<file path="src/rtl/core/acz_pkg.sv">
// ----------------------------------------------------------------------------
// acz_pkg
// Shared types, constants and the response curve table for the bender
// auto-zero curve shaper.
// ----------------------------------------------------------------------------
package acz_pkg;

    // curve table geometry
    localparam int CURVE_POINTS  = 33;
    localparam int FRACTION_BITS = 6;
    localparam int ROM_DEPTH     = 3 * CURVE_POINTS;
    localparam int ROM_AW        = $clog2(ROM_DEPTH);
    localparam int CURVE_N       = CURVE_POINTS - 1;
    localparam longint CURVE_N3  = longint'(CURVE_N) * CURVE_N * CURVE_N;

    // datapath widths
    localparam int RAW_W    = 12;
    localparam int OFFSET_W = 13;
    localparam int MAG_W    = 12;
    localparam int GAIN_W   = 13;
    localparam int PROD_W   = MAG_W + GAIN_W;
    localparam int SHAPE_W  = 13;
    localparam int BEND_W   = 14;
    localparam int SCALED_W = 11;
    localparam int IDX_W    = SCALED_W - FRACTION_BITS;
    localparam int CFG_AW   = 3;
    localparam int CFG_DW   = 13;

    // fixed values
    localparam int CLIP_LIMIT                    = 2047 * 4096;
    localparam logic [BEND_W-1:0]  CENTRE        = 14'd8000;
    localparam logic [SHAPE_W-1:0] SHAPE_FULL    = 13'd8000;
    localparam logic signed [OFFSET_W-1:0] ZERO_RESET = 13'sd2048;

    // output queue between front and back
    localparam int QUEUE_DEPTH = 2;

    // configuration register indexes
    localparam logic [CFG_AW-1:0] CFG_CURVE_SELECT    = 3'd0;
    localparam logic [CFG_AW-1:0] CFG_DEAD_RANGE      = 3'd1;
    localparam logic [CFG_AW-1:0] CFG_SMALL_THRESHOLD = 3'd2;
    localparam logic [CFG_AW-1:0] CFG_TEST_PERIOD     = 3'd3;
    localparam logic [CFG_AW-1:0] CFG_RAMP_STEP       = 3'd4;
    localparam logic [CFG_AW-1:0] CFG_GAIN_FACTOR     = 3'd5;

    localparam logic [1:0] CURVE_SEL_INVALID = 2'd3;

    typedef struct packed {
        logic [1:0]         curve_select;
        logic [7:0]         dead_range;
        logic [10:0]        small_threshold;
        logic [7:0]         test_period;
        logic [7:0]         ramp_step;
        logic [GAIN_W-1:0]  gain_factor;
    } t_cfg;

    typedef enum logic [1:0] {
        JOB_CENTRE = 2'd0,
        JOB_UP     = 2'd1,
        JOB_DOWN   = 2'd2
    } t_job_kind;

    typedef struct packed {
        t_job_kind          kind;
        logic [MAG_W-1:0]   mag;
    } t_job;

    // table entry g: curve g / CURVE_POINTS at point g % CURVE_POINTS
    function automatic logic [SHAPE_W-1:0] curve_entry(input int g);
        longint crv;
        longint pt;
        longint val;
        crv = longint'(g / CURVE_POINTS);
        pt  = longint'(g % CURVE_POINTS);
        case (crv)
            0:       val = (8000 * pt) / CURVE_N;
            1:       val = (4000 * (pt * CURVE_N * CURVE_N + pt * pt * pt)) / CURVE_N3;
            default: val = (8000 * pt * pt * pt) / CURVE_N3;
        endcase
        return val[SHAPE_W-1:0];
    endfunction

endpackage

</file>
<file path="src/rtl/core/acz_queue.sv">
// ----------------------------------------------------------------------------
// acz_queue
// Short job queue between the auto-zero front and the shaping back.
// ----------------------------------------------------------------------------
module acz_queue import acz_pkg::*; (
    input  logic i_clk,
    input  logic i_rst_n,
    input  logic i_push,
    input  t_job i_push_job,
    output logic o_full,
    input  logic i_pop,
    output t_job o_head,
    output logic o_empty
);

    localparam int QPTR_W = (QUEUE_DEPTH > 1) ? $clog2(QUEUE_DEPTH) : 1;
    localparam int QCNT_W = $clog2(QUEUE_DEPTH + 1);

    t_job              r_slots [QUEUE_DEPTH];
    logic [QPTR_W-1:0] r_wr_ptr;
    logic [QPTR_W-1:0] r_rd_ptr;
    logic [QCNT_W-1:0] r_count;

    assign o_full  = (r_count == QCNT_W'(QUEUE_DEPTH));
    assign o_empty = (r_count == '0);
    assign o_head  = r_slots[r_rd_ptr];

    // slot storage
    always_ff @(posedge i_clk) begin
        if (i_push) begin
            r_slots[r_wr_ptr] <= i_push_job;
        end
    end

    // pointers and fill count
    always_ff @(posedge i_clk) begin
        if (!i_rst_n) begin
            r_wr_ptr <= '0;
            r_rd_ptr <= '0;
            r_count  <= '0;
        end else begin
            if (i_push) begin
                r_wr_ptr <= (r_wr_ptr == QPTR_W'(QUEUE_DEPTH - 1)) ? '0 : r_wr_ptr + 1'b1;
            end
            if (i_pop) begin
                r_rd_ptr <= (r_rd_ptr == QPTR_W'(QUEUE_DEPTH - 1)) ? '0 : r_rd_ptr + 1'b1;
            end
            case ({i_push, i_pop})
                2'b10:   r_count <= r_count + 1'b1;
                2'b01:   r_count <= r_count - 1'b1;
                default: r_count <= r_count;
            endcase
        end
    end

endmodule

</file>
<file path="src/rtl/core/acz_front.sv">
// ----------------------------------------------------------------------------
// acz_front
// Takes raw samples, tracks the zero point with drift test and ramp, and
// classifies each changed offset into a shaping job.
// ----------------------------------------------------------------------------
module acz_front import acz_pkg::*; (
    input  logic             i_clk,
    input  logic             i_rst_n,
    input  logic             i_in_valid,
    output logic             o_in_stall,
    input  logic [RAW_W-1:0] i_raw_sample,
    input  t_cfg             i_cfg,
    output logic             o_push,
    output t_job             o_push_job,
    input  logic             i_queue_full
);

    typedef enum logic [2:0] {
        F_IDLE = 3'b001,
        F_EVAL = 3'b010,
        F_PUSH = 3'b100
    } t_front_state;

    t_front_state                r_state;
    logic signed [OFFSET_W-1:0]  r_value;
    logic signed [OFFSET_W-1:0]  r_zero_point;
    logic signed [OFFSET_W-1:0]  r_prev_offset;
    logic                        r_small_flag;
    logic                        r_test_active;
    logic [7:0]                  r_test_count;
    logic                        r_ramp_active;
    logic signed [OFFSET_W-1:0]  r_ramp_left;
    logic                        r_ramp_up;
    t_job                        r_job;

    logic signed [OFFSET_W-1:0]  n_zero_point;
    logic                        n_small_flag;
    logic                        n_test_active;
    logic [7:0]                  n_test_count;
    logic                        n_ramp_active;
    logic signed [OFFSET_W-1:0]  n_ramp_left;
    logic                        n_ramp_up;
    t_job                        n_job;

    logic signed [OFFSET_W-1:0]  w_thr;
    logic signed [OFFSET_W-1:0]  w_dr;
    logic signed [OFFSET_W-1:0]  w_step;
    logic signed [OFFSET_W-1:0]  w_left;
    logic                        w_small;
    logic                        w_emit;

    assign o_in_stall = (r_state != F_IDLE);
    assign o_push     = (r_state == F_PUSH) && !i_queue_full;
    assign o_push_job = r_job;

    assign w_thr  = signed'({2'b00, i_cfg.small_threshold});
    assign w_dr   = signed'({5'b00000, i_cfg.dead_range});
    assign w_step = signed'({5'b00000, i_cfg.ramp_step});

    // drift test and zero ramp update
    always_comb begin
        n_zero_point  = r_zero_point;
        n_test_active = r_test_active;
        n_test_count  = r_test_count;
        n_ramp_active = r_ramp_active;
        n_ramp_left   = r_ramp_left;
        n_ramp_up     = r_ramp_up;

        w_small      = (r_value > -w_thr) && (r_value < w_thr);
        n_small_flag = w_small;
        if (w_small) begin
            if (!r_small_flag) begin
                n_test_count  = '0;
                n_test_active = 1'b1;
            end
        end else if (r_small_flag) begin
            n_test_active = 1'b0;
        end

        if (n_test_active) begin
            if (n_test_count < i_cfg.test_period) begin
                n_test_count = n_test_count + 8'd1;
            end else begin
                n_test_active = 1'b0;
                n_ramp_active = 1'b1;
                if (r_value > 0) begin
                    n_ramp_left = r_value;
                    n_ramp_up   = 1'b1;
                end else begin
                    n_ramp_left = -r_value;
                    n_ramp_up   = 1'b0;
                end
            end
        end

        w_left = n_ramp_left - w_step;
        if (n_ramp_active) begin
            if (w_left <= 0) begin
                n_ramp_active = 1'b0;
                n_ramp_left   = '0;
            end else begin
                n_ramp_left  = w_left;
                n_zero_point = n_ramp_up ? r_zero_point + w_step : r_zero_point - w_step;
            end
        end
    end

    // job classification of the offset
    always_comb begin
        n_job.kind = JOB_CENTRE;
        n_job.mag  = '0;
        w_emit     = 1'b0;
        if (r_value != r_prev_offset) begin
            if (r_value > w_dr) begin
                n_job.kind = JOB_UP;
                n_job.mag  = MAG_W'(r_value - w_dr);
                w_emit     = 1'b1;
            end else if (r_value < -w_dr) begin
                n_job.kind = JOB_DOWN;
                n_job.mag  = MAG_W'(-w_dr - r_value);
                w_emit     = 1'b1;
            end else if ((r_prev_offset > w_dr) || (r_prev_offset < -w_dr)) begin
                w_emit     = 1'b1;
            end
        end
    end

    // sample offset and job registers
    always_ff @(posedge i_clk) begin
        if ((r_state == F_IDLE) && i_in_valid) begin
            r_value <= signed'({1'b0, i_raw_sample}) - r_zero_point;
        end
        if (r_state == F_EVAL) begin
            r_job <= n_job;
        end
    end

    // sequencer and tracking state
    always_ff @(posedge i_clk) begin
        if (!i_rst_n) begin
            r_state       <= F_IDLE;
            r_zero_point  <= ZERO_RESET;
            r_prev_offset <= '0;
            r_small_flag  <= 1'b0;
            r_test_active <= 1'b0;
            r_test_count  <= '0;
            r_ramp_active <= 1'b0;
            r_ramp_left   <= '0;
            r_ramp_up     <= 1'b0;
        end else begin
            unique case (r_state)
                F_IDLE: begin
                    if (i_in_valid) begin
                        r_state <= F_EVAL;
                    end
                end
                F_EVAL: begin
                    r_zero_point  <= n_zero_point;
                    r_prev_offset <= r_value;
                    r_small_flag  <= n_small_flag;
                    r_test_active <= n_test_active;
                    r_test_count  <= n_test_count;
                    r_ramp_active <= n_ramp_active;
                    r_ramp_left   <= n_ramp_left;
                    r_ramp_up     <= n_ramp_up;
                    r_state       <= w_emit ? F_PUSH : F_IDLE;
                end
                F_PUSH: begin
                    if (!i_queue_full) begin
                        r_state <= F_IDLE;
                    end
                end
                default: begin
                    r_state <= F_IDLE;
                end
            endcase
        end
    end

endmodule

</file>
<file path="src/rtl/core/acz_back.sv">
// ----------------------------------------------------------------------------
// acz_back
// Gain multiply, clip, curve interpolation and change filter on queued jobs;
// drives the result register.
// ----------------------------------------------------------------------------
module acz_back import acz_pkg::*; (
    input  logic              i_clk,
    input  logic              i_rst_n,
    input  t_cfg              i_cfg,
    input  logic              i_queue_empty,
    input  t_job              i_head,
    output logic              o_pop,
    output logic              o_out_valid,
    input  logic              i_out_stall,
    output logic [BEND_W-1:0] o_bend_value
);

    typedef enum logic [3:0] {
        B_IDLE  = 4'b0001,
        B_LOOK  = 4'b0010,
        B_SHAPE = 4'b0100,
        B_EMIT  = 4'b1000
    } t_back_state;

    t_back_state                    r_state;
    t_job_kind                      r_kind;
    logic [PROD_W-1:0]              r_prod;
    logic [SHAPE_W-1:0]             r_lo;
    logic [SHAPE_W-1:0]             r_diff;
    logic [FRACTION_BITS-1:0]       r_frac;
    logic [BEND_W-1:0]              r_result;
    logic                           r_out_valid;
    logic [BEND_W-1:0]              r_bend_value;
    logic                           r_sent_valid;
    logic [BEND_W-1:0]              r_sent_value;

    logic [SHAPE_W-1:0]             w_rom [ROM_DEPTH];
    logic [SCALED_W-1:0]            w_scaled;
    logic [IDX_W-1:0]               w_idx;
    logic [FRACTION_BITS-1:0]       w_frac;
    logic                           w_clip;
    logic                           w_last;
    logic [ROM_AW-1:0]              w_base;
    logic [ROM_AW-1:0]              w_addr;
    logic [ROM_AW-1:0]              w_addr_next;
    logic [SHAPE_W+FRACTION_BITS-1:0] w_part;
    logic [SHAPE_W-1:0]             w_shape;
    logic [BEND_W-1:0]              n_result;
    logic                           w_same;
    logic                           w_out_free;
    logic                           w_load;

    // constant curve table
    for (genvar g = 0; g < ROM_DEPTH; g++) begin : g_rom
        assign w_rom[g] = curve_entry(g);
    end

    assign o_pop        = (r_state == B_IDLE) && !i_queue_empty;
    assign o_out_valid  = r_out_valid;
    assign o_bend_value = r_bend_value;

    // table address from scaled magnitude
    assign w_scaled    = r_prod[12 +: SCALED_W];
    assign w_idx       = w_scaled[SCALED_W-1:FRACTION_BITS];
    assign w_frac      = w_scaled[FRACTION_BITS-1:0];
    assign w_clip      = (r_prod > PROD_W'(CLIP_LIMIT));
    assign w_last      = (int'(w_idx) >= CURVE_POINTS - 1);
    assign w_base      = ROM_AW'(int'(i_cfg.curve_select) * CURVE_POINTS);
    assign w_addr      = w_base + (w_last ? ROM_AW'(CURVE_POINTS - 1) : ROM_AW'(w_idx));
    assign w_addr_next = w_last ? w_addr : w_addr + 1'b1;

    // interpolation between neighboring points
    assign w_part  = r_diff * r_frac;
    assign w_shape = r_lo + w_part[FRACTION_BITS +: SHAPE_W];

    always_comb begin
        case (r_kind)
            JOB_UP:   n_result = CENTRE + {1'b0, w_shape};
            JOB_DOWN: n_result = CENTRE - {1'b0, w_shape};
            default:  n_result = CENTRE;
        endcase
    end

    // change filter and output register handshake
    assign w_same     = r_sent_valid && (r_result == r_sent_value);
    assign w_out_free = !r_out_valid || !i_out_stall;
    assign w_load     = (r_state == B_EMIT) && !w_same && w_out_free;

    // datapath registers
    always_ff @(posedge i_clk) begin
        if (o_pop) begin
            r_kind <= i_head.kind;
            r_prod <= PROD_W'(i_head.mag) * PROD_W'(i_cfg.gain_factor);
        end
        if (r_state == B_LOOK) begin
            if (w_clip) begin
                r_lo   <= SHAPE_FULL;
                r_diff <= '0;
                r_frac <= '0;
            end else begin
                r_lo   <= w_rom[w_addr];
                r_diff <= w_rom[w_addr_next] - w_rom[w_addr];
                r_frac <= w_frac;
            end
        end
        if (r_state == B_SHAPE) begin
            r_result <= n_result;
        end
        if (w_load) begin
            r_bend_value <= r_result;
            r_sent_value <= r_result;
        end
    end

    // sequencer, output valid and sent flag
    always_ff @(posedge i_clk) begin
        if (!i_rst_n) begin
            r_state      <= B_IDLE;
            r_out_valid  <= 1'b0;
            r_sent_valid <= 1'b0;
        end else begin
            if (w_load) begin
                r_out_valid  <= 1'b1;
                r_sent_valid <= 1'b1;
            end else if (!i_out_stall) begin
                r_out_valid <= 1'b0;
            end
            unique case (r_state)
                B_IDLE: begin
                    if (!i_queue_empty) begin
                        r_state <= B_LOOK;
                    end
                end
                B_LOOK: begin
                    r_state <= B_SHAPE;
                end
                B_SHAPE: begin
                    r_state <= B_EMIT;
                end
                B_EMIT: begin
                    if (w_same || w_out_free) begin
                        r_state <= B_IDLE;
                    end
                end
                default: begin
                    r_state <= B_IDLE;
                end
            endcase
        end
    end

endmodule

</file>
<file path="src/rtl/core/bender_autozero_curve_shaper_core.sv">
// ----------------------------------------------------------------------------
// bender_autozero_curve_shaper_core
// Bender auto-zero and response curve shaper: raw sample in, shaped bend
// position out, sent only when it changes.
//
//   channel | direction | handshake                 | beat
//   --------+-----------+---------------------------+-------------------------
//   in      | input     | i_in_valid / o_in_stall   | i_raw_sample (12 bit)
//   out     | output    | o_out_valid / i_out_stall | o_bend_value (14 bit)
//   cfg     | input     | i_cfg_we                  | i_cfg_idx, i_cfg_data
//
// The front registers a sample's offset, then does the tracking update and,
// for a sample that queues a job, the queue push; a sample that queues none
// skips the push. The back works through each job in turn (gain multiply,
// curve lookup, interpolation multiply, change filter) and takes the next
// job only when done with the last, also for one dropped by the change filter.
// Synchronous active-low reset clears all control state; no clearing pass.
// An output stall holds the back in its final step; the 2-entry job queue
// lets the front keep taking samples meanwhile.
// ----------------------------------------------------------------------------
module bender_autozero_curve_shaper_core import acz_pkg::*; (
    input  logic              i_clk,
    input  logic              i_rst_n,
    input  logic              i_in_valid,
    output logic              o_in_stall,
    input  logic [RAW_W-1:0]  i_raw_sample,
    output logic              o_out_valid,
    input  logic              i_out_stall,
    output logic [BEND_W-1:0] o_bend_value,
    input  logic              i_cfg_we,
    input  logic [CFG_AW-1:0] i_cfg_idx,
    input  logic [CFG_DW-1:0] i_cfg_data
);

    t_cfg r_cfg;
    logic w_push;
    t_job w_push_job;
    logic w_queue_full;
    logic w_pop;
    t_job w_head;
    logic w_queue_empty;

    // configuration registers
    always_ff @(posedge i_clk) begin
        if (!i_rst_n) begin
            r_cfg.curve_select    <= 2'd1;
            r_cfg.dead_range      <= 8'd20;
            r_cfg.small_threshold <= 11'd200;
            r_cfg.test_period     <= 8'd80;
            r_cfg.ramp_step       <= 8'd8;
            r_cfg.gain_factor     <= 13'd4540;
        end else if (i_cfg_we) begin
            unique case (i_cfg_idx)
                CFG_CURVE_SELECT: begin
                    if (i_cfg_data[1:0] != CURVE_SEL_INVALID) begin
                        r_cfg.curve_select <= i_cfg_data[1:0];
                    end
                end
                CFG_DEAD_RANGE:      r_cfg.dead_range      <= i_cfg_data[7:0];
                CFG_SMALL_THRESHOLD: r_cfg.small_threshold <= i_cfg_data[10:0];
                CFG_TEST_PERIOD:     r_cfg.test_period     <= i_cfg_data[7:0];
                CFG_RAMP_STEP:       r_cfg.ramp_step       <= i_cfg_data[7:0];
                CFG_GAIN_FACTOR:     r_cfg.gain_factor     <= i_cfg_data[GAIN_W-1:0];
                default: begin
                    r_cfg <= r_cfg;
                end
            endcase
        end
    end

    // auto-zero front
    acz_front u_front (
        .i_clk        (i_clk),
        .i_rst_n      (i_rst_n),
        .i_in_valid   (i_in_valid),
        .o_in_stall   (o_in_stall),
        .i_raw_sample (i_raw_sample),
        .i_cfg        (r_cfg),
        .o_push       (w_push),
        .o_push_job   (w_push_job),
        .i_queue_full (w_queue_full)
    );

    // job queue
    acz_queue u_queue (
        .i_clk      (i_clk),
        .i_rst_n    (i_rst_n),
        .i_push     (w_push),
        .i_push_job (w_push_job),
        .o_full     (w_queue_full),
        .i_pop      (w_pop),
        .o_head     (w_head),
        .o_empty    (w_queue_empty)
    );

    // shaping back
    acz_back u_back (
        .i_clk         (i_clk),
        .i_rst_n       (i_rst_n),
        .i_cfg         (r_cfg),
        .i_queue_empty (w_queue_empty),
        .i_head        (w_head),
        .o_pop         (w_pop),
        .o_out_valid   (o_out_valid),
        .i_out_stall   (i_out_stall),
        .o_bend_value  (o_bend_value)
    );

endmodule
</file>
<file path="config.mk">
export PLATFORM = sky130hd
export DESIGN_NAME = bender_autozero_curve_shaper_core
export DESIGN_NICKNAME = d
export VERILOG_FILES = /design/src/rtl/core/acz_pkg.sv /design/src/rtl/core/acz_queue.sv /design/src/rtl/core/acz_front.sv /design/src/rtl/core/acz_back.sv /design/src/rtl/core/bender_autozero_curve_shaper_core.sv
export SDC_FILE = /design/constraint.sdc
export NUM_CORES = 1
export LEC_CHECK = 0
export ABC_AREA = 1
export BUFFER_PORTS_ARGS = -buffer_cell sky130_fd_sc_hd__buf_2
export CAP_MARGIN = 20
export CELL_PAD_IN_SITES_DETAIL_PLACEMENT = 1
export CELL_PAD_IN_SITES_GLOBAL_PLACEMENT = 1
export CORE_MARGIN = 3
export CORE_UTILIZATION = 33
export CTS_BUF_LIST = sky130_fd_sc_hd__clkbuf_2 sky130_fd_sc_hd__clkbuf_4 sky130_fd_sc_hd__clkbuf_8
export CTS_CLUSTER_SIZE = 14
export DETAILED_ROUTE_END_ITERATION = 16
export HOLD_SLACK_MARGIN = 0.03
export MAX_ROUTING_LAYER = met4
export PLACE_DENSITY_LB_ADDON = 0.1
export SLEW_MARGIN = 30
export SYNTH_ARGS = -nofsm -noshare
export SYNTH_HDL_FRONTEND = slang
export SYNTH_HIERARCHICAL = 1
export SYNTH_SLANG_ARGS = --single-unit
</file>
<file path="constraint.sdc">
create_clock -name i_clk -period 10.81 [get_ports i_clk]
set_input_delay 2.7025 -clock i_clk [delete_from_list [all_inputs] [get_ports i_clk]]
set_output_delay 2.7025 -clock i_clk [all_outputs]
set_load 0.03 [all_outputs]
</file>
== Word level (Yosys, flattened, before mapping) ==
Memory sizes are Yosys's and may differ from the RTL's. A register that Yosys moved wholly into a read port is not among the register bits.
Index checks and enable logic that the tools add are counted.

* Bits in writable memories: 28
* Output and inout port bits: 16
* Bits of input ports: 33
* Memory bits (read-only): 3328
* Memories kept: 3
* Register bits after elaboration: 228

{| class="wikitable"
|+ Memory list
! name !! words !! width !! rd ports !! clocked after Yosys merged registers in !! wr ports !! line !! RTL
|-
| (no name shown) || 128 || 13 || 1 || 0 || 0 || acz_back.sv:102 || <nowiki>r_diff <= w_rom[w_addr_next] - w_rom[w_addr];</nowiki>
|-
| (no name shown) || 128 || 13 || 1 || 0 || 0 || acz_back.sv:102 ||
|-
| u_queue.r_slots || 2 || 14 || 1 || 1 || 1 || acz_queue.sv:19 || <nowiki>t_job r_slots [QUEUE_DEPTH];</nowiki>
|}

* Multiplexer cells: 49
* Reductions and logical operators: 28
* Add/subtract/negate cells: 20
* Magnitude comparators: 12
* Bitwise logic cells: 4
* $mul: 3
* Eq/ne operators: 26

{| class="wikitable"
|+ Operator list
! cell !! number
|-
| $mux W13 || 11
|-
| $mux W8 || 4
|-
| $pmux W14 S2 || 1
|-
| $gt A13 B9 Y1 || 2
|-
| $lt A13 B13 Y1 || 2
|-
| $sub A13 B13 Y13 || 2
|-
| $sub A13 B9 Y13 || 2
|-
| $gt A25 B23 Y1 const B || 1
|-
| $mul A12 B13 Y25 || 1
|-
| $mux W1 || 24
|-
| $mul A13 B6 Y19 || 1
|-
| $ge A8 B8 Y1 const B || 2
|-
| $not A7 Y8 || 2
|-
| $pmux W4 S4 || 1
|-
| $add A13 B13 Y14 const A || 1
|-
| $eq A14 B14 Y1 || 1
|-
| $mux W14 || 1
|-
| $reduce_and A2 Y1 || 7
|-
| $sub A13 B13 Y14 const A || 1
|-
| $add A13 B13 Y13 || 1
|-
| $add A13 B9 Y13 || 1
|-
| $gt A13 B1 Y1 const B || 1
|-
| $gt A13 B13 Y1 || 1
|-
| $le A13 B1 Y1 const B || 1
|-
| 40 further kinds || 70
|}

== Logic depth before layout (Yosys ltp) ==
Gate-level depths: netlist of run 1.

* Depth in word-level cells: 11
* Mapped depth: 56
* Depth with buffers taken out: 55

== Hierarchy ==
Netlist of run 1, hierarchy kept.

{| class="wikitable"
|+ By module, submodules not included
! module !! times used !! cells each !! area an instance (µm²)
|-
| acz_back || 1 || 2214 || 15797.7
|-
| acz_front || 1 || 1088 || 8041.5
|-
| bender_autozero_curve_shaper_core || 1 || 276 || 1960.6
|-
| acz_queue || 1 || 78 || 1236.2
|}

== Worst setup path after synthesis of run 1 ==
OpenSTA, ideal clock, no wires.

* Path type: register -> register
* Start point: reg r_cfg[30] (netlist name)
* End point: reg u_front.r_zero_point[12]
* Cell stages (with the launch flop): 50
* Required time: 10679 ps
* Setup time: 131 ps
* Path slack: 4287 ps
* Buffers on the path: 1
* Arrival time: 6393 ps
* Path through: dfxtp_1 inv_1 ha_1 nand3_1 nor2_1 nand2_1 nor3_1 nand3_1 xor2_1 ha_1 nand2_1 nand2_1 nand2_1 nand2_1 a21oi_1 nand2_1 nand2_1 nand4_2 [... 14 more ...] nor2_1 xor2_1 inv_1 ha_1 a21oi_1 inv_1 a31oi_1 o21ai_0 nand3_1 nand2_1 a21oi_1 o21bai_1 nand2_1 nand2_1 a21oi_1 xor3_1 nand3_2 a21oi_2

* Cells in the longest elaborated chain, start to end: 11
* Elaborated cells between the ends (all ways): 18

{| class="wikitable"
|+ RTL lines
! element !! line !! RTL
|-
| start, declared || bender_autozero_curve_shaper_core.sv:35 || <nowiki>t_cfg r_cfg;</nowiki>
|-
| start signal, assigned || bender_autozero_curve_shaper_core.sv:65 || <nowiki>r_cfg <= r_cfg;</nowiki>
|-
| $neg A11 Y13 || acz_front.sv:69 || <nowiki>w_small = (r_value > -w_thr) && (r_value < w_thr);</nowiki>
|-
| $gt A13 B13 Y1 || acz_front.sv:69 ||
|-
| $logic_and A1 B1 Y1 * || acz_front.sv:69 ||
|-
| $mux W8 || acz_front.sv:71 || <nowiki>if (w_small) begin</nowiki>
|-
| $lt A8 B8 Y1 || acz_front.sv:81 || <nowiki>if (n_test_count < i_cfg.test_period) begin</nowiki>
|-
| $mux W13 || acz_front.sv:81 ||
|-
| $mux W13 || acz_front.sv:80 || <nowiki>if (n_test_active) begin</nowiki>
|-
| $sub A13 B9 Y13 || acz_front.sv:96 || <nowiki>w_left = n_ramp_left - w_step;</nowiki>
|-
| $le A13 B1 Y1 || acz_front.sv:98 || <nowiki>if (w_left <= 0) begin</nowiki>
|-
| $not A1 Y1 (no source line) || -- ||
|-
| $reduce_and A3 Y1 (no source line) || -- ||
|-
| end signal, assigned || acz_front.sv:158 || <nowiki>r_zero_point <= n_zero_point;</nowiki>
|-
| end, declared || acz_front.sv:26 || <nowiki>logic signed [OFFSET_W-1:0] r_zero_point;</nowiki>
|}

Mark *: on every way between the ends. The rest lies on a longest branch, timed or not.
A chain may end at the register's enable or synchronous reset.

== Worst setup path after layout of run 1 ==
* Start point: reg r_cfg[30] (netlist name)
* End point: reg u_front.r_zero_point[8]

The elaborated chain is that of the path after synthesis.

==> run metrics, run 1 <==
status finished clean; Core ar. 80800 um2; Worst setup SP type flop; Max Freq 119 MHz; CP arrival 8.97 ns; Via density 4.94; Avg Inst Size Synth 7.39 um2; DRC 0; EDFF count, synth 142; CTS sink count 257; CP Depth 53; critical path peak fanout 20; clk root buf clkbuf_8; CTS clk-pin slew, worst paths 0.06 ns; wire per inst 18.4 um; area of the die 85400 um2; Unique masters post-synth 68; slew margin rel. 0.404; chip width 292 um; worst hold slack 0.445 ns; FF+latch count, synth 257; Adder-Cell Fraction of Synth Area 0.242; Cells after Synth 3656; clock skew 0.0977 ns; Synth area leader edfxtp_1; endpoints failing setup 0; largest family of logic cells by synthesized area adder cells; placed inst area 28200 um2; Syn. warnings 6; CP delay by family, top simple AND/OR/NAND/NOR gates; Layout Nets 4126; vias in the first global route 24700; Seq/Total Area, Yosys 0.243; Slowest-stage cell, CP nand2_1; boundary pin count 49; CP endpoint u_front/r_zero_point[8]$_SDFFE_PN0P_; CP Launch Point r_cfg[30]$_SDFFE_PN0P_; XOR/XNOR Fraction of Synth Area 0.0417; Clock Tree Buf Depth 3; Initial Util 0.335; max-slew violation total from the final report 0; CTS tree done; largest net degree at the start of global routing 47; Total GRT Usage 0.211; Worst R2R Path Depth 53; synthesized net count 4115; Mapped Area 27000 um2; Data required, critical path 11.38 ns; max-cap viol count 0; initial DRC count 1176; hold-fix buffers at CTS 0; Final Cycle Share 0.776; final weighted congestion in routability-driven placement 0.883; final instance area 29500 um2; global-route wire length before repair 139 mm; vias 23600; RSZ-0062 raised after global routing false; setup repair bufs after CTS 0; Worst Tran Pin Value 0.892 ns; PostCTS Resize Cnt 0; Reg-to-Reg Start r_cfg[30]$_SDFFE_PN0P_; Post-synth top cells 830 x nand2_1, 660 x inv_1, 304 x nor2_1; share of the synthesized area in the top cell type 0.158; CP most frequent cell nand2_1; dominant cells by area after synthesis edfxtp_1 16%, ha_1 12%, fa_1 12%, nand2_1 12%, inv_1 9.2%; die height 292 um; post-synthesis compound-gate area fraction 0.115; Synth Flop Type edfxtp_1; fill count 10000; antenna violations before repair 2; H-tree levels 2; crit path buf inv count 7; share of cells above drive strength 1 0.0781; overall routed net length 87.8 mm; Synth async-reset ratio 0; footprint of the multi-input gates 17400 um2; post-synthesis simple-gate area fraction 0.237; worst stage delay on the critical path 0.54 ns; reg2reg setup slack 2.42 ns; Area growth syn-to-layout 8.95%; GRT Residual Overflow 0; setup TNS 0 ns; Final min period 8.39 ns; Port Buf Inserts 48; post-synthesis mux area share 0.00583; Worst Path Class, Setup reg -> reg; Initial DRT Pass Iterations 5; Final HPWL DP 68.6 mm; post-route ant nets 0; crit path capture type flop; Register Area 6570 um2; CTS buffer count 54; most numerous cell in the Yosys netlist nand2_1; # rows 104; Worst-Skew Late Latency 0.69 ns; r2r endpoint u_front/r_zero_point[8]$_SDFFE_PN0P_; Hold/Removal Path Class reg -> reg; Final Hold Fails 0
cell usage in the layout, fill, tap and decap left out, types with 25 or more instances in the layout:
cell,synthesis,layout
ha_1,264,264
o21ai_0,185,185
xnor2_1,48,48
dfxtp_1,115,115
edfxtp_1,142,142
xor2_1,76,75
nand2_1,830,830
fa_1,162,162
clkbuf_8,1,65
nand3_1,170,170
nand4_1,42,42
nor2_1,304,303
buf_2,23,47
nor3_1,46,44
a21oi_1,211,211
nand2_2,25,25
inv_1,660,660
per-layer routing:
metal  global-route usage  up-vias  wire length, um
met4               0.0628        0             2560
met5                    -        -                0
li1                     -    11700                -
met2                0.368      307            43500
met1                0.259    11400            39000
met3               0.0224      127             2730
worst min path at each step:
stage / start / endpoint / slack, ns / cells after the start
3_3_place_gp: u_front/o_push_job[10]$_SDFFCE_PP0P_ / u_queue/r_slots[1][10]$_DFFE_PP_ / 0.43 / 0
4_1_cts: u_front/o_push_job[5]$_SDFFCE_PP0P_ / u_queue/r_slots[1][5]$_DFFE_PP_ / 0.44 / 0
5_1_grt: u_front/o_push_job[5]$_SDFFCE_PP0P_ / u_queue/r_slots[1][5]$_DFFE_PP_ / 0.45 / 0
2_1_floorplan: u_front/r_ramp_left[12]$_SDFFE_PN0P_ / u_front/r_ramp_left[12]$_SDFFE_PN0P_ / 0.42 / 2
6_report: u_front/o_push_job[5]$_SDFFCE_PP0P_ / u_queue/r_slots[1][5]$_DFFE_PP_ / 0.44 / 0
3_5_place_dp: u_front/o_push_job[5]$_SDFFCE_PP0P_ / u_queue/r_slots[1][5]$_DFFE_PP_ / 0.43 / 0
registers in the layout, summed over array words and instances, names as in the netlist, 2 cells and up, named ones only:
signal,count
u_back/r_lo,13
u_back/r_result,14
u_back/r_diff,13
u_front/r_ramp_left,13
u_back/r_kind,2
u_front/r_zero_point,13
u_queue/r_slots,28
u_queue/r_count,2
u_back/r_frac,6
u_front/o_push_job,14
u_back/r_sent_value,14
u_back/r_prod,25
u_back/r_state,4
u_front/r_value,13
u_front/r_state,3
u_front/r_test_count,8
r_cfg,50
u_front/r_prev_offset,13
cell families after synthesis:
| family | Yosys count |
|---|---|
| simple gates | 1494 |
| buf+inv | 786 |
| compound gates | 553 |
| fa+ha+maj | 426 |
| flops | 257 |
| xor+xnor | 126 |
| mux | 14 |
worst register-to-register path: cells and delay by family, from the launching register on:
family	cells	cell delay (ns)
buffers and inverters	7	1.14
AND/OR/NAND/NOR	33	4.06
XOR/XNOR	1	0.18
AO/OA/AOI/OAI	8	1.52
adder cells (fa/ha/maj)	4	1.11
flip-flops	1	0.32
per-stage QoR:
stage / util / instances / worst slack [ns]
2_1_floorplan: - / 3656 / 4.29
3_3_place_gp: 0.349 / 4671 / 2.57
3_5_place_dp: 0.349 / 4671 / 2.38
4_1_cts: 0.364 / 4773 / 2.35
5_1_grt: 0.365 / 4775 / 1.35
6_report: 0.365 / 4775 / 2.42
final cells by class:
cell class              instances  area share
clock inverters                24     0.00951
multi-input cells            2613       0.590
diodes                          2    0.000170
clock buffers                  78      0.0337
flip-flops and latches        257       0.223
well taps                    1060      0.0450
inverters                     673      0.0858
repair buffers                 68      0.0133
Power of run 1 is not shown: default switching activity piles up to over one toggle a cycle in this logic, so the estimate is an artifact.
==> run 2: changes to the inputs <==
Clock period 10.81 ns to 8.6 ns, I/O delays scaled along.
==> run 2 against run 1 <==
  * Critical path depth unchanged
  * Routed wire length about the same
  * Cell count about the same
  * Non-clock buffer count increased by 4
  * Die area unchanged
  * Flip-flop and latch count unchanged
  * Maximum frequency increased by 11%
  * First-iteration DRC count decreased by 4.3%
  * Setup slack got worse by 1.4 ns
  * Hold slack got worse by 0.019 ns
  * Sequential share of layout area about the same
  * Critical path type unchanged
  * Largest cell class unchanged
  * Highest routed layer unchanged
==> run metrics, run 2 (synthesis gave the netlist of run 1 again) <==
status finished clean; Final Util 0.364; Worst setup SP type flop; area of the die 85400 um2; most common cell after layout, fill and taps aside nand2_1; RSZ-0062 raised after global routing false; post-route ant nets 0; clock skew 0.0714 ns; Final Cycle Share 0.878; Clock Tree Buf Depth 3; Final Hold Fails 0; CP most frequent cell nand2_1; chip width 292 um; Initial Util 0.335; clk root buf clkbuf_8; global-route wire length before repair 140 mm; Final min period 7.55 ns; critical path peak fanout 20; CP Launch Point r_cfg[30]$_SDFFE_PN0P_; crit path capture type flop; worst stage delay on the critical path 0.34 ns; vias in the first global route 24700; initial DRC count 1126; Hold/Removal Path Class reg -> reg; CP endpoint u_front/r_zero_point[8]$_SDFFE_PN0P_; CTS tree done; largest net degree at the start of global routing 47; GRT Residual Overflow 0; DRC 0; Layout Nets 4127; Core ar. 80800 um2; most frequent cells in the layout 830 x nand2_1, 660 x inv_1, 303 x nor2_1; Total GRT Usage 0.213; flip-flop count of the largest register after layout 50; CTS sink count 257; overall routed net length 87.8 mm; hold-fix buffers at CTS 0; endpoints failing setup 0; Via density 4.95; Initial DRT Pass Iterations 5; fill count 10000; H-tree levels 2; share of cells above drive strength 1 0.0779; Top Registers r_cfg x50, u_queue/r_slots x28, u_back/r_prod x25; reg2reg setup slack 1.05 ns; Port Buf Inserts 48; boundary pin count 49; Worst Tran Pin Value 0.939 ns; slew margin rel. 0.373; Worst Path Class, Setup reg -> reg; vias 23600; antenna violations before repair 1; Worst R2R Path Depth 53; CTS buffer count 51; Area growth syn-to-layout 8.87%; CP arrival 8.11 ns; max-slew violation total from the final report 0; setup TNS 0 ns; Slowest-stage cell, CP ha_1; die height 292 um; Max Freq 132 MHz; # rows 104; Biggest register r_cfg; max-cap viol count 0; wire per inst 18.4 um; Reg-to-Reg Start r_cfg[30]$_SDFFE_PN0P_; final weighted congestion in routability-driven placement 0.879; CTS clk-pin slew, worst paths 0.06 ns; Worst-Skew Late Latency 0.68 ns; r2r endpoint u_front/r_zero_point[8]$_SDFFE_PN0P_; Final HPWL DP 68.7 mm; Data required, critical path 9.16 ns
-- run 2: cell types whose count changed in the layout (fill, tap and decap cells not counted), sizes merged --
cell | previous run | this run
buf | 68 | 72
clkbuf | 78 | 75
clkinvlp | 4 | 1
inv | 674 | 672
bufinv | 5 | 6
clkinv | 14 | 15
diode | 2 | 1
-- run 2: through the flow --
step | std cells | setup WS [ns] | hold slack [ns] | area [um2]
2_1_floorplan | 3656 | 2.08 | 0.415 | 27000
3_3_place_gp | 4675 | 1.01 | 0.430 | 28200
3_5_place_dp | 4675 | 0.853 | 0.433 | 28200
4_1_cts | 4771 | 0.860 | 0.432 | 29400
5_1_grt | 4772 | 0.0874 | 0.447 | 29400
6_report | 4772 | 1.05 | 0.426 | 29400
-- run 2: final cells by class --
type,instances,area [um2],area share
clock buffer,75,926,0.0315
sequential,257,6570,0.223
tap,1060,1330,0.0451
clock inverter,21,293,0.00995
antenna,1,2.50,0.0000850
multi-input combinational,2613,17400,0.590
inverter,673,2530,0.0858
timing repair buffer,72,423,0.0144
-- run 2: timing repair --
item                                    CTS  global route
setup buffers                             0             0
endpoints found under the hold margin     0             0
endpoints found under the setup margin    0             1
resized for setup                         0             1
-- run 2: worst min path at each step --
stage	start	to	slack, ns	depth (start not counted)
after detailed placement	u_front/o_push_job[10]$_SDFFCE_PP0P_	u_queue/r_slots[1][10]$_DFFE_PP_	0.43	0
after global placement	u_front/o_push_job[10]$_SDFFCE_PP0P_	u_queue/r_slots[1][10]$_DFFE_PP_	0.43	0
final	u_front/o_push_job[8]$_SDFFCE_PP0P_	u_queue/r_slots[0][8]$_DFFE_PP_	0.43	0
after global routing	u_front/o_push_job[8]$_SDFFCE_PP0P_	u_queue/r_slots[0][8]$_DFFE_PP_	0.45	0
after CTS	u_front/o_push_job[8]$_SDFFCE_PP0P_	u_queue/r_slots[0][8]$_DFFE_PP_	0.43	0
after floorplan	u_front/r_ramp_left[12]$_SDFFE_PN0P_	u_front/r_ramp_left[12]$_SDFFE_PN0P_	0.42	2
-- run 2: critical path: cells and delay by family, from the launching register on --
family | cells | cell delay [ns]
flip-flops | 1 | 0.32
buffers and inverters | 8 | 0.92
adder cells (fa/ha/maj) | 4 | 1.12
AND/OR/NAND/NOR | 33 | 3.63
AO/OA/AOI/OAI | 8 | 1.46
-- run 2: metal layers --
layer  vias up  track usage  share of wire
li1      11700            -              -
met1     11500        0.264           0.45
met2       299        0.375           0.50
met3        98       0.0201          0.027
met4         0       0.0476          0.021
met5         -            -              0
Power of run 2 is left out for the same reason.
